## src/rtl/core/word_stream_hash64_to32_core_assert.svh

```systemverilog
// ----------------------------------------------------------------------------
// word_stream_hash64_to32_core_assert
// Assertion macros for the word stream hash core.
// They expect signals named clk and rst in the scope of use.
// ----------------------------------------------------------------------------
`ifndef WORD_STREAM_HASH64_TO32_CORE_ASSERT_SVH
`define WORD_STREAM_HASH64_TO32_CORE_ASSERT_SVH

// Same-cycle implication.
`define WSH_ASSERT_IMPLIES(lbl, ante, cons, msg) \
  lbl: assert property (@(posedge clk) disable iff (rst) (ante) |-> (cons)) \
    else $error(msg);

// Next-cycle implication.
`define WSH_ASSERT_NEXT(lbl, ante, cons, msg) \
  lbl: assert property (@(posedge clk) disable iff (rst) (ante) |=> (cons)) \
    else $error(msg);

`endif

```

## src/rtl/core/wsh_pkg.sv

```systemverilog
// ----------------------------------------------------------------------------
// wsh_pkg
// Types, constants and helpers shared by the word stream hash core.
// ----------------------------------------------------------------------------
package wsh_pkg;

  localparam int QUEUE_DEPTH = 4;

  localparam logic [63:0] MIX_C1   = 64'h87c3_7b91_1142_53d5;
  localparam logic [63:0] MIX_C2   = 64'h4cf5_ad43_2745_937f;
  localparam logic [63:0] STEP_ADD = 64'h0000_0000_52dc_e729;
  localparam logic [63:0] FIN_M1   = 64'hff51_afd7_ed55_8ccd;
  localparam logic [63:0] FIN_M2   = 64'hc4ce_b9fe_1a85_ec53;

  // 64x64 low product takes four passes through the 32x32 multiplier
  localparam logic [1:0] MUL_LAST_STEP = 2'd3;

  typedef struct packed {
    logic [63:0] key_word;
    logic        has_word;
    logic [31:0] start_hash;
    logic        first_item;
    logic        last_item;
  } q_entry_t;

  typedef struct packed {
    logic        start;
    logic [63:0] a;
    logic [63:0] b;
  } mul_req_t;

  typedef enum logic [2:0] {
    BK_IDLE,
    BK_MUL_C1,
    BK_MUL_C2,
    BK_STEP,
    BK_FIN_START,
    BK_FIN_M1,
    BK_FIN_M2
  } back_state_t;

  function automatic logic [63:0] rotl31(input logic [63:0] x);
    return {x[32:0], x[63:33]};
  endfunction

  function automatic logic [63:0] rotl27(input logic [63:0] x);
    return {x[36:0], x[63:37]};
  endfunction

  function automatic logic [63:0] fold33(input logic [63:0] x);
    return x ^ {33'd0, x[63:33]};
  endfunction

endpackage

```

## src/rtl/core/wsh_ifs.sv

```systemverilog
// ----------------------------------------------------------------------------
// wsh_ifs
// Valid/ready channels for key words in and hash values out.
// ----------------------------------------------------------------------------
interface wsh_key_if;
  logic        valid;
  logic        ready;
  logic [63:0] key_word;
  logic        has_word;
  logic [31:0] key_length;
  logic        first_item;
  logic        last_item;

  modport source(output valid, key_word, has_word, key_length, first_item, last_item,
                 input ready);
  modport sink(input valid, key_word, has_word, key_length, first_item, last_item,
               output ready);
endinterface

interface wsh_hash_if;
  logic        valid;
  logic        ready;
  logic [31:0] digest;

  modport source(output valid, digest, input ready);
  modport sink(input valid, digest, output ready);
endinterface

```

## src/rtl/core/wsh_front.sv

```systemverilog
// ----------------------------------------------------------------------------
// wsh_front
// Accepts key items, holds the seed and precomputes the start value.
// ----------------------------------------------------------------------------
module wsh_front (
  input  logic               clk,
  input  logic               rst,
  input  logic               cfg_wr_en,
  input  logic [31:0]        cfg_wr_data,
  wsh_key_if.sink            key_in,
  input  logic               q_full,
  output logic               q_push,
  output wsh_pkg::q_entry_t  q_entry
);

  logic [31:0] hash_seed;

  always_ff @(posedge clk) begin
    if (rst) begin
      hash_seed <= '0;
    end else if (cfg_wr_en) begin
      hash_seed <= cfg_wr_data;
    end
  end

  assign key_in.ready = !q_full;
  assign q_push       = key_in.valid && !q_full;

  always_comb begin
    q_entry.key_word   = key_in.key_word;
    q_entry.has_word   = key_in.has_word;
    q_entry.start_hash = hash_seed ^ key_in.key_length;
    q_entry.first_item = key_in.first_item;
    q_entry.last_item  = key_in.last_item;
  end

endmodule

```

## src/rtl/core/wsh_queue.sv

```systemverilog
// ----------------------------------------------------------------------------
// wsh_queue
// Small register FIFO between the front and back ends.
// ----------------------------------------------------------------------------
module wsh_queue #(
  parameter int DEPTH = wsh_pkg::QUEUE_DEPTH
) (
  input  logic               clk,
  input  logic               rst,
  input  logic               push,
  input  wsh_pkg::q_entry_t  push_entry,
  output logic               full,
  input  logic               pop,
  output logic               not_empty,
  output wsh_pkg::q_entry_t  head
);

  localparam int AW = (DEPTH > 1) ? $clog2(DEPTH) : 1;
  localparam int CW = $clog2(DEPTH + 1);

  wsh_pkg::q_entry_t slots [DEPTH];
  logic [AW-1:0] wr_ptr;
  logic [AW-1:0] rd_ptr;
  logic [CW-1:0] count;

  assign full      = (count == CW'(DEPTH));
  assign not_empty = (count != '0);
  assign head      = slots[rd_ptr];

  always_ff @(posedge clk) begin
    if (rst) begin
      wr_ptr <= '0;
      rd_ptr <= '0;
      count  <= '0;
    end else begin
      if (push) begin
        wr_ptr <= (wr_ptr == AW'(DEPTH - 1)) ? '0 : wr_ptr + 1'b1;
      end
      if (pop) begin
        rd_ptr <= (rd_ptr == AW'(DEPTH - 1)) ? '0 : rd_ptr + 1'b1;
      end
      if (push && !pop) begin
        count <= count + 1'b1;
      end else if (pop && !push) begin
        count <= count - 1'b1;
      end
    end
  end

  always_ff @(posedge clk) begin
    if (push) begin
      slots[wr_ptr] <= push_entry;
    end
  end

endmodule

```

## src/rtl/core/wsh_mul.sv

```systemverilog
// ----------------------------------------------------------------------------
// wsh_mul
// Low 64 bits of a 64x64 product from one 32x32 multiplier.
// ----------------------------------------------------------------------------
module wsh_mul (
  input  logic               clk,
  input  logic               rst,
  input  wsh_pkg::mul_req_t  req,
  output logic               busy,
  output logic [63:0]        product
);

  logic [63:0] op_a;
  logic [63:0] op_b;
  logic [1:0]  step;
  logic [63:0] part;
  logic [63:0] acc;
  logic [31:0] mx;
  logic [31:0] my;

  always_ff @(posedge clk) begin
    if (rst) begin
      busy <= 1'b0;
      step <= '0;
    end else if (req.start) begin
      busy <= 1'b1;
      step <= '0;
    end else if (busy) begin
      step <= step + 1'b1;
      if (step == wsh_pkg::MUL_LAST_STEP) begin
        busy <= 1'b0;
      end
    end
  end

  // lo*lo, lo*hi, hi*lo; the cross terms only feed the upper half
  always_comb begin
    unique case (step)
      2'd1: begin
        mx = op_a[31:0];
        my = op_b[63:32];
      end
      2'd2: begin
        mx = op_a[63:32];
        my = op_b[31:0];
      end
      default: begin
        mx = op_a[31:0];
        my = op_b[31:0];
      end
    endcase
  end

  always_ff @(posedge clk) begin
    if (req.start) begin
      op_a <= req.a;
      op_b <= req.b;
    end
    if (busy) begin
      part <= mx * my;
      unique case (step)
        2'd0: acc <= acc;
        2'd1: acc <= part;
        default: acc[63:32] <= acc[63:32] + part[31:0];
      endcase
    end
  end

  assign product = acc;

endmodule

```

## src/rtl/core/wsh_back.sv

```systemverilog
// ----------------------------------------------------------------------------
// wsh_back
// Sequencer that mixes queued words into the running hash and finalizes.
// ----------------------------------------------------------------------------
module wsh_back (
  input  logic               clk,
  input  logic               rst,
  input  logic               q_valid,
  input  wsh_pkg::q_entry_t  q_head,
  output logic               q_pop,
  output wsh_pkg::mul_req_t  mul_req,
  input  logic               mul_busy,
  input  logic [63:0]        mul_product,
  wsh_hash_if.source         hash_out
);

  wsh_pkg::back_state_t state, state_next;
  logic [63:0] hash, hash_next;
  logic [63:0] tmp, tmp_next;
  logic        last_flag, last_flag_next;
  logic        res_valid, res_valid_next;
  logic [31:0] res_value, res_value_next;
  logic [63:0] h0;
  logic        out_free;

  assign out_free = !res_valid || hash_out.ready;

  always_ff @(posedge clk) begin
    if (rst) begin
      state     <= wsh_pkg::BK_IDLE;
      hash      <= '0;
      last_flag <= 1'b0;
      res_valid <= 1'b0;
    end else begin
      state     <= state_next;
      hash      <= hash_next;
      last_flag <= last_flag_next;
      res_valid <= res_valid_next;
    end
  end

  always_ff @(posedge clk) begin
    tmp       <= tmp_next;
    res_value <= res_value_next;
  end

  assign hash_out.valid  = res_valid;
  assign hash_out.digest = res_value;

  always_comb begin
    state_next     = state;
    hash_next      = hash;
    tmp_next       = tmp;
    last_flag_next = last_flag;
    res_value_next = res_value;
    res_valid_next = res_valid && !hash_out.ready;
    q_pop          = 1'b0;
    mul_req        = '0;
    h0             = q_head.first_item ? {32'd0, q_head.start_hash} : hash;

    unique case (state)
      wsh_pkg::BK_IDLE: begin
        if (q_valid) begin
          q_pop          = 1'b1;
          hash_next      = h0;
          last_flag_next = q_head.last_item;
          if (q_head.has_word) begin
            mul_req.start = 1'b1;
            mul_req.a     = q_head.key_word;
            mul_req.b     = wsh_pkg::MIX_C1;
            state_next    = wsh_pkg::BK_MUL_C1;
          end else if (q_head.last_item) begin
            state_next = wsh_pkg::BK_FIN_START;
          end
        end
      end
      wsh_pkg::BK_MUL_C1: begin
        if (!mul_busy) begin
          mul_req.start = 1'b1;
          mul_req.a     = wsh_pkg::rotl31(mul_product);
          mul_req.b     = wsh_pkg::MIX_C2;
          state_next    = wsh_pkg::BK_MUL_C2;
        end
      end
      wsh_pkg::BK_MUL_C2: begin
        if (!mul_busy) begin
          tmp_next   = wsh_pkg::rotl27(hash ^ mul_product);
          state_next = wsh_pkg::BK_STEP;
        end
      end
      wsh_pkg::BK_STEP: begin
        // h * 5 as shift-add
        hash_next  = {tmp[61:0], 2'b00} + tmp + wsh_pkg::STEP_ADD;
        state_next = last_flag ? wsh_pkg::BK_FIN_START : wsh_pkg::BK_IDLE;
      end
      wsh_pkg::BK_FIN_START: begin
        mul_req.start = 1'b1;
        mul_req.a     = wsh_pkg::fold33(hash);
        mul_req.b     = wsh_pkg::FIN_M1;
        state_next    = wsh_pkg::BK_FIN_M1;
      end
      wsh_pkg::BK_FIN_M1: begin
        if (!mul_busy) begin
          mul_req.start = 1'b1;
          mul_req.a     = wsh_pkg::fold33(mul_product);
          mul_req.b     = wsh_pkg::FIN_M2;
          state_next    = wsh_pkg::BK_FIN_M2;
        end
      end
      wsh_pkg::BK_FIN_M2: begin
        if (!mul_busy && out_free) begin
          res_value_next = 32'(wsh_pkg::fold33(mul_product));
          res_valid_next = 1'b1;
          state_next     = wsh_pkg::BK_IDLE;
        end
      end
      default: begin
        state_next = wsh_pkg::BK_IDLE;
      end
    endcase
  end

endmodule

```

## src/rtl/core/word_stream_hash64_to32_core.sv

```systemverilog
// Back end: an item with a word is mixed by two multiplies (MIX_C1, MIX_C2)
// and a step; a last item adds two finalization multiplies (FIN_M1, FIN_M2);
// an empty non-last item is only popped. The back end uses the shared 32x32
// multiplier and finishes one item before it pops the next.
// The input queue keeps accepting, until full, while the back end works or output stalls.
// Reset (synchronous, active high) clears seed, running hash and the queue.
`include "word_stream_hash64_to32_core_assert.svh"
// ----------------------------------------------------------------------------
// word_stream_hash64_to32_core
// Streaming 64-bit word hash with a 32-bit finalized result.
// ----------------------------------------------------------------------------
module word_stream_hash64_to32_core #(
  parameter int QUEUE_DEPTH = wsh_pkg::QUEUE_DEPTH
) (
  input  logic        clk,
  input  logic        rst,
  input  logic        cfg_wr_en,
  input  logic [31:0] cfg_wr_data,
  wsh_key_if.sink     key_in,
  wsh_hash_if.source  hash_out
);

  wsh_pkg::q_entry_t push_entry;
  wsh_pkg::q_entry_t q_head;
  wsh_pkg::mul_req_t mul_req;
  logic              q_push;
  logic              q_full;
  logic              q_pop;
  logic              q_valid;
  logic              mul_busy;
  logic [63:0]       mul_product;

  wsh_front u_front (
    .clk         (clk),
    .rst         (rst),
    .cfg_wr_en   (cfg_wr_en),
    .cfg_wr_data (cfg_wr_data),
    .key_in      (key_in),
    .q_full      (q_full),
    .q_push      (q_push),
    .q_entry     (push_entry)
  );

  wsh_queue #(
    .DEPTH (QUEUE_DEPTH)
  ) u_queue (
    .clk        (clk),
    .rst        (rst),
    .push       (q_push),
    .push_entry (push_entry),
    .full       (q_full),
    .pop        (q_pop),
    .not_empty  (q_valid),
    .head       (q_head)
  );

  wsh_mul u_mul (
    .clk     (clk),
    .rst     (rst),
    .req     (mul_req),
    .busy    (mul_busy),
    .product (mul_product)
  );

  wsh_back u_back (
    .clk         (clk),
    .rst         (rst),
    .q_valid     (q_valid),
    .q_head      (q_head),
    .q_pop       (q_pop),
    .mul_req     (mul_req),
    .mul_busy    (mul_busy),
    .mul_product (mul_product),
    .hash_out    (hash_out)
  );

  `WSH_ASSERT_IMPLIES(a_mul_start_idle, mul_req.start, !mul_busy, "multiply issued while busy")
  `WSH_ASSERT_NEXT(a_mul_launch, mul_req.start, mul_busy, "multiply did not launch")
  `WSH_ASSERT_IMPLIES(a_mul_length, $fell(mul_busy), $past(mul_busy, 4), "multiply too short")
  `WSH_ASSERT_IMPLIES(a_pop_nonempty, q_pop, q_valid, "pop from empty queue")

endmodule
```

## src/flat_wrapper.sv

```systemverilog
// flat-port wrapper written by rule: the top's interface ports become plain ports
module word_stream_hash64_to32_core_flat 
#(
  parameter int QUEUE_DEPTH = wsh_pkg::QUEUE_DEPTH
)
  (clk, rst, cfg_wr_en, cfg_wr_data, key_in_valid, key_in_key_word, key_in_has_word, key_in_key_length, key_in_first_item, key_in_last_item, key_in_ready, hash_out_valid, hash_out_digest, hash_out_ready);
  wsh_key_if key_in_i ();
  wsh_hash_if hash_out_i ();
  input  logic clk;
  input  logic rst;
  input  logic cfg_wr_en;
  input  logic [31:0] cfg_wr_data;
  input wire logic [$bits(key_in_i.valid)-1:0] key_in_valid;
  input wire logic [$bits(key_in_i.key_word)-1:0] key_in_key_word;
  input wire logic [$bits(key_in_i.has_word)-1:0] key_in_has_word;
  input wire logic [$bits(key_in_i.key_length)-1:0] key_in_key_length;
  input wire logic [$bits(key_in_i.first_item)-1:0] key_in_first_item;
  input wire logic [$bits(key_in_i.last_item)-1:0] key_in_last_item;
  output wire logic [$bits(key_in_i.ready)-1:0] key_in_ready;
  output wire logic [$bits(hash_out_i.valid)-1:0] hash_out_valid;
  output wire logic [$bits(hash_out_i.digest)-1:0] hash_out_digest;
  input wire logic [$bits(hash_out_i.ready)-1:0] hash_out_ready;
  assign key_in_i.valid = key_in_valid;
  assign key_in_i.key_word = key_in_key_word;
  assign key_in_i.has_word = key_in_has_word;
  assign key_in_i.key_length = key_in_key_length;
  assign key_in_i.first_item = key_in_first_item;
  assign key_in_i.last_item = key_in_last_item;
  assign key_in_ready = key_in_i.ready;
  assign hash_out_valid = hash_out_i.valid;
  assign hash_out_digest = hash_out_i.digest;
  assign hash_out_i.ready = hash_out_ready;
  word_stream_hash64_to32_core #(.QUEUE_DEPTH(QUEUE_DEPTH)) u_core (.clk(clk), .rst(rst), .cfg_wr_en(cfg_wr_en), .cfg_wr_data(cfg_wr_data), .key_in(key_in_i), .hash_out(hash_out_i));
endmodule
```

## config.mk

```make
export PLATFORM = sky130hd
export DESIGN_NAME = word_stream_hash64_to32_core_flat
export DESIGN_NICKNAME = d
export VERILOG_FILES = /design/src/rtl/core/wsh_pkg.sv /design/src/rtl/core/wsh_ifs.sv /design/src/rtl/core/wsh_front.sv /design/src/rtl/core/wsh_queue.sv /design/src/rtl/core/wsh_mul.sv /design/src/rtl/core/wsh_back.sv /design/src/rtl/core/word_stream_hash64_to32_core.sv /design/src/flat_wrapper.sv
export VERILOG_INCLUDE_DIRS = /design/src /design/src/rtl/core
export SDC_FILE = /design/constraint.sdc
export NUM_CORES = 2
export LEC_CHECK = 0
export BUFFER_PORTS_ARGS = -buffer_cell sky130_fd_sc_hd__buf_4
export CAP_MARGIN = 20
export CELL_PAD_IN_SITES_DETAIL_PLACEMENT = 1
export CELL_PAD_IN_SITES_GLOBAL_PLACEMENT = 2
export CORE_AREA = 2 2 453 455
export CTS_BUF_LIST = sky130_fd_sc_hd__clkbuf_2
export DETAILED_ROUTE_END_ITERATION = 10
export DIE_AREA = 0 0 455 457
export HOLD_SLACK_MARGIN = 0.15
export PLACE_DENSITY = 0.83
export SLEW_MARGIN = 30
export SYNTH_ARGS = -nofsm -noshare
export SYNTH_HDL_FRONTEND = slang
export SYNTH_HIERARCHICAL = 1
export SYNTH_SLANG_ARGS = --single-unit
```

## constraint.sdc

```tcl
create_clock -name clk -period 8.7 [get_ports clk]
set_input_delay 0.435 -clock clk [delete_from_list [all_inputs] [get_ports clk]]
set_output_delay 0.435 -clock clk [all_outputs]
set_load 0.005 [all_outputs]
```

==> Word level (Yosys, flattened, before mapping) <==
Memories as Yosys holds them, arrays and structs flattened. A register that Yosys moved wholly into a read port is not among the register bits.
Cells that the tools add are included.
{ "op_classes": {"mux": 35, "mul": 1, "eq_ne": 19, "bitwise_logic": 6, "n_addsub": 8, "reduce_logical": 25} }
{ "op_table": {"columns": ["op", "count"], "rows": [
  ["129-bit two-way mux", 4],
  ["129-bit case mux with 4 select lines", 1],
  ["64-bit two-way mux", 2],
  ["64-bit case mux with 2 select lines", 1],
  ["64-bit by 31-bit XOR with 64-bit output", 2],
  ["64-bit by 31-bit adder with 64-bit output (second input constant)", 1],
  ["64-bit adder", 1],
  ["32-bit by 32-bit multiplier with 64-bit output", 1],
  ["32-bit two-way mux", 2],
  ["32-bit case mux with 2 select lines", 1],
  ["64-bit XOR", 1],
  ["32-bit adder", 1],
  ["32-bit XOR", 1],
  ["3-bit two-way mux", 10],
  ["3-bit case mux with 7 select lines", 1],
  ["3-bit equality test (second input constant)", 4],
  ["2-bit inequality test (second input constant)", 5],
  ["2-bit AND reduction", 5],
  ["1-bit two-way mux", 9],
  ["2-bit equality test (second input constant)", 4],
  ["2-bit two-way mux", 4],
  ["2-bit by 1-bit adder with 2-bit output (second input constant)", 3],
  ["3-bit by 2-bit equality test with 1-bit output (second input constant)", 2],
  ["1-bit logical NOT", 6],
  ["16 further kinds", 22]
]} }
{ "word_totals": {"out_inout_bits": 34, "input_bits": 136, "n_memories": 1, "regBits": 463, "mem_bits_rw": 396, "word_cells": 112} }
{ "mem_list": {"columns": ["memory", "depth", "width", "read_ports", "rd_ports_with_merged_regs", "wr", "line_no", "source"], "rows": [
  ["u_core.u_queue.slots", 4, 99, 1, 1, 1, "wsh_queue.sv:21", "wsh_pkg::q_entry_t slots [DEPTH];"]
]} }

==> Longest topological paths before layout <==
{ "logic_depth": {"ltp_word": 7, "ltp_mapped": 35, "depth_no_buf": 30} }

==> By module <==
Netlist, hierarchy kept.
{ "by_module_without_submodules": {"columns": ["mod", "seq_area_each_um2", "area_each_um2", "cells_per_inst", "instances"], "rows": [
  ["wsh_mul", 7747.4, 43085.1, 4415, 1],
  ["wsh_queue", 12071.6, 14691.6, 561, 1],
  ["wsh_back", 4264.1, 13107.6, 1491, 1],
  ["wsh_front", 640.6, 1956.9, 204, 1]
]} }

==> Worst setup path before layout <==
Ideal clock, no wire load.
{ "synth_timing": {"path_type": "flip-flop to flip-flop", "from": "register u_core.u_mul.step[0]", "to": "register u_core.u_mul.part[56], data pin", "n_path_buf": 4, "arrival_ns": 8.490, "path_slack_ns": 0.075, "path_stages_with_launch": 30, "period_less_slack_ns": 8.625, "setup_ns": 0.135, "required_ns": 8.565, "path_cell_list": "dfxtp_1 -> inv_1 -> ha_1 -> clkbuf_1 -> clkbuf_1 -> buf_2 -> mux2i_1 -> clkbuf_1 -> nor2_1 -> fa_1 -> fa_1 -> inv_1 -> fa_1 -> inv_1 -> fa_1 -> inv_1 -> fa_1 -> fa_1 -> fa_1 -> fa_1 -> inv_1 -> ha_1 -> a21oi_1 -> o21ai_0 -> and3_1 -> or4_4 -> a21oi_2 -> a21oi_2 -> or4_1 -> nand3_1"} }
{ "synth_between": {"elab_chain_len": 3, "elab_cells_between_ends": 5, "classes_between": "mul (1); eq/ne (2); mux (2)"} }
{ "synth_rtl": {"columns": ["item", "line_no", "source"], "rows": [
  ["from (decl)", "wsh_mul.sv:15", "logic [1:0] step;"],
  ["from (signal assigned)", "wsh_mul.sv:29", "step <= step + 1'b1;"],
  ["2-bit equality test / 2-bit by 1-bit equality test with 1-bit output (equally long branches)", "wsh_mul.sv:38", "unique case (step)"],
  ["32-bit two-way mux", "wsh_mul.sv:38", null],
  ["32-bit by 32-bit multiplier with 64-bit output *", "wsh_mul.sv:60", "part <= mx * my;"],
  ["to (signal assigned)", "wsh_mul.sv:60", null],
  ["to (decl)", "wsh_mul.sv:16", "logic [63:0] part;"]
]} }
Every way passes the cells marked *; elsewhere a longest branch is shown, timed or not.
A chain may end at the register's enable or synchronous reset.

==> Worst setup path in the final report <==
Ends and elaborated chain as after synthesis.

==> results.json <==
{
  "ys.flop_type": "edfxtp_1",
  "drt_iter0_drc": 6488,
  "reg2reg_from": "u_core/u_mul/step[0]",
  "firstDrtPassIters": 9,
  "outcome": "complete, no violations",
  "grt_use_total_pct": 27.73,
  "grt_max_degree": 70,
  "synth_seq_cells": 861,
  "port_buffers": 169,
  "syn_area_per_cell_sq_um": 10.92,
  "grt_pass1_wl_um": 420900,
  "crit_fanout": 6,
  "die_h_um": 457,
  "synth_xor_area_share_pct": 3.595,
  "clk_latency_ps": 1810,
  "cap_violations": 0,
  "finalMaxSlewViolations": 0,
  "nets": 8886,
  "worstHoldPathType": "input pin to flip-flop",
  "fp.dieW_um": 455,
  "post-route-period-util_pct": 99.64,
  "grt_remaining_overflow": 0,
  "synth_warnings": 6,
  "final-hold-violation-count": 0,
  "worst_clock_skew_ps": 262.6,
  "regToRegEndpoint": "u_core/u_mul/part[56]",
  "yosysTopAreaCell": "edfxtp_1",
  "crit_type": "flip-flop to flip-flop",
  "synth_most_common_cell": "inv_1",
  "synth_compound_area_share_pct": 7.221,
  "wl_per_cell_um": 29.44,
  "ios": 170,
  "holdPathEnd": "u_core/u_queue/slots[0][91]",
  "path_clk_slew_ps": 120,
  "ff2ff_setup_slack_ps": 30,
  "cp.arrival_ps": 10120,
  "antenna_found_initial": 16,
  "slew_headroom_pct": 27.64,
  "cts_buffer_depth": 3,
  "fin_hold_ws_ps": 359.7,
  "cts_num_sinks": 861,
  "worst_r2r_path_depth": 31,
  "fmax_ghz": 0.1154,
  "synth_area_sq_um": 72840,
  "hold_start": "key_in_key_word[56]",
  "ant_nets": 0,
  "start_util_pct": 35.82,
  "synth_common_cells": "985 x inv_1, 898 x fa_1, 748 x edfxtp_1",
  "vias": 57210,
  "tritoncts": "yes",
  "die-area_sq_um": 207900,
  "synthArstFlopShare_pct": 0,
  "crit_top_cell": "fa_1",
  "tightestPinTransition_ps": 1085,
  "yosys.area_share.simple_pct": 9.667,
  "hold_path_depth": 3,
  "worstPathRequired_ps": 10150,
  "grt_pass1_vias": 60870,
  "synth_area_leaders": "edfxtp_1 31%, fa_1 25%, ha_1 7.3%, inv_1 5.1%, nor2_1 3.8%",
  "crit_buf_inv": 10,
  "max_stage_delay_ps": 630,
  "synth_top_family_by_area": "adder cells",
  "viasPerCell": 5.555,
  "drcViolationCount": 0,
  "yosys.area_share.adder_pct": 32.01,
  "fp-row-count": 166,
  "cts_root_buf": "clkbuf_2",
  "cts_inserted_buffers": 203,
  "path_delay_family": "adder cells",
  "synth_top_area_share_pct": 30.84,
  "post-route-min-period_ps": 8668,
  "cts_max_level": 4,
  "synthCells": 6671,
  "synth_cell_types": 107,
  "setup_viol": 0,
  "drive_gt1_share_pct": 15.89,
  "worst_path_max_delay_cell": "fa_1",
  "synth_edf_count": 748,
  "gp_congestion": 0.9487,
  "ys_seq_area_share_pct": 33.94,
  "areaGrowthSynthToFinish_pct": 18.80,
  "cp-end-kind": "flip-flop",
  "fin_util_pct": 42.56,
  "synthMuxAreaShare_pct": 5.495,
  "cp-start-kind": "flip-flop",
  "routed_wl_um": 303200,
  "dp_hpwl_um": 206900,
  "core-area_sq_um": 203300
}
[what timing repair did]
action,4_1_cts,5_1_grt
cloned,0,20
hold endpoints to repair,732,0
gates resized for setup,13,143
setup buffers,8,87
setup endpoints to repair,20,27
pin swaps,3,33
hold buffers,434,0
[cells in the final DEF, fill, tap and decap left out, drive strengths merged, types with 10 or more instances in the layout]
cell / count
o211ai: 14
fa: 898
mux4: 99
a21oi: 220
nor2: 740
mux2: 65
nand3: 48
edfxtp: 748
o31ai: 10
xor2: 219
xnor2: 80
clkbuf: 313
nand2b: 11
o21bai: 30
inv: 994
ha: 427
buf: 515
nor3: 24
a311oi: 18
diode: 13
nand2: 739
dfxtp: 113
o21ai: 187
and3: 24
clkinv: 76
nand4: 36
a211oi: 21
and2: 18
nor2b: 20
a31oi: 24
dlygate4sd3: 433
mux2i: 104
a22oi: 118
a21o: 83
[state kept, by name, indices dropped and copies added (netlist names), named ones only]
register and cells:
u_core/u_back/hash 64, u_core/u_back/hash_out.digest 32, u_core/u_back/hash_out.valid 1, u_core/u_back/last_flag 1, u_core/u_back/state 3, u_core/u_back/tmp 64
u_core/u_front/hash_seed 32, u_core/u_mul/busy 1, u_core/u_mul/op_a 64, u_core/u_mul/op_b 64, u_core/u_mul/part 64, u_core/u_mul/product 64
u_core/u_mul/step 2, u_core/u_queue/count 3, u_core/u_queue/rd_ptr 2, u_core/u_queue/slots 396, u_core/u_queue/wr_ptr 2
[logic make-up (layout without fill, tap and decap cells)]
| kind of cell | after synthesis | in the layout |
|---|---|---|
| flops | 861 | 861 |
| buf+inv | 1407 | 2333 |
| fa+ha+maj | 1325 | 1325 |
| simple gates | 1713 | 1713 |
| compound gates | 797 | 797 |
| other cells | 1 | 15 |
| mux | 268 | 268 |
| xor+xnor | 299 | 299 |
[through the flow]
| stage | instance area [sq um] | setup TNS [ps] | setup WS [ps] | cells |
|---|---|---|---|---|
| 2_1_floorplan | 72840 | 0 | 75.46 | 6672 |
| 3_3_place_gp | 77960 | -2157 | -354.7 | 9356 |
| 3_5_place_dp | 77970 | -4528 | -554.2 | 9356 |
| 4_1_cts | 84450 | 0 | 13.03 | 10180 |
| 5_1_grt | 86520 | -295.2 | -73.58 | 10290 |
| 6_report | 86540 | 0 | 31.61 | 10300 |
[final cells by class]
| class | instances | area (sq um) |
|---|---|---|
| clock inverters | 85 | 534.3 |
| inverters | 987 | 3705 |
| fillers | 22060 | 116800 |
| multi-input cells | 4404 | 43090 |
| clock buffers | 293 | 1466 |
| diodes | 13 | 32.53 |
| well taps | 2688 | 3363 |
| flip-flops and latches | 861 | 24740 |
| repair buffers | 968 | 9604 |
[metal layers]
| metal | vias up | wire (um) | track usage, % |
|---|---|---|---|
| met5 | - | 46 | 0 |
| met4 | 6 | 19260 | 14.54 |
| met3 | 898 | 25040 | 4.678 |
| met2 | 3247 | 143000 | 44.66 |
| met1 | 29640 | 115800 | 35.71 |
| li1 | 23420 | - | - |
[worst reg2reg max path: cells and delay by family, from the launching register on]
family	cells	cell delay [ps]
compound gates	3	490
fa+ha+maj	10	4630
buf+inv	10	1180
flops	1	380
mux	1	260
simple gates	7	1570
[how the worst max path moves through the flow]
stage | start | endpoint | slack, ps | cells after the start
after floorplan | u_core/u_mul/step[0] | u_core/u_mul/part[56] | 80 | 29
after global placement | u_core/u_mul/step[0] | u_core/u_mul/part[44] | -350 | 29
after detailed placement | u_core/u_mul/step[1] | u_core/u_mul/part[60] | -550 | 30
after CTS | u_core/u_mul/step[0] | u_core/u_mul/part[56] | 10 | 29
after global routing | u_core/u_mul/step[0] | u_core/u_mul/part[55] | -70 | 30
final | u_core/u_mul/step[0] | u_core/u_mul/part[56] | 30 | 31
Power is not shown: default switching activity piles up to over one toggle a cycle in this logic, so the estimate is an artifact.
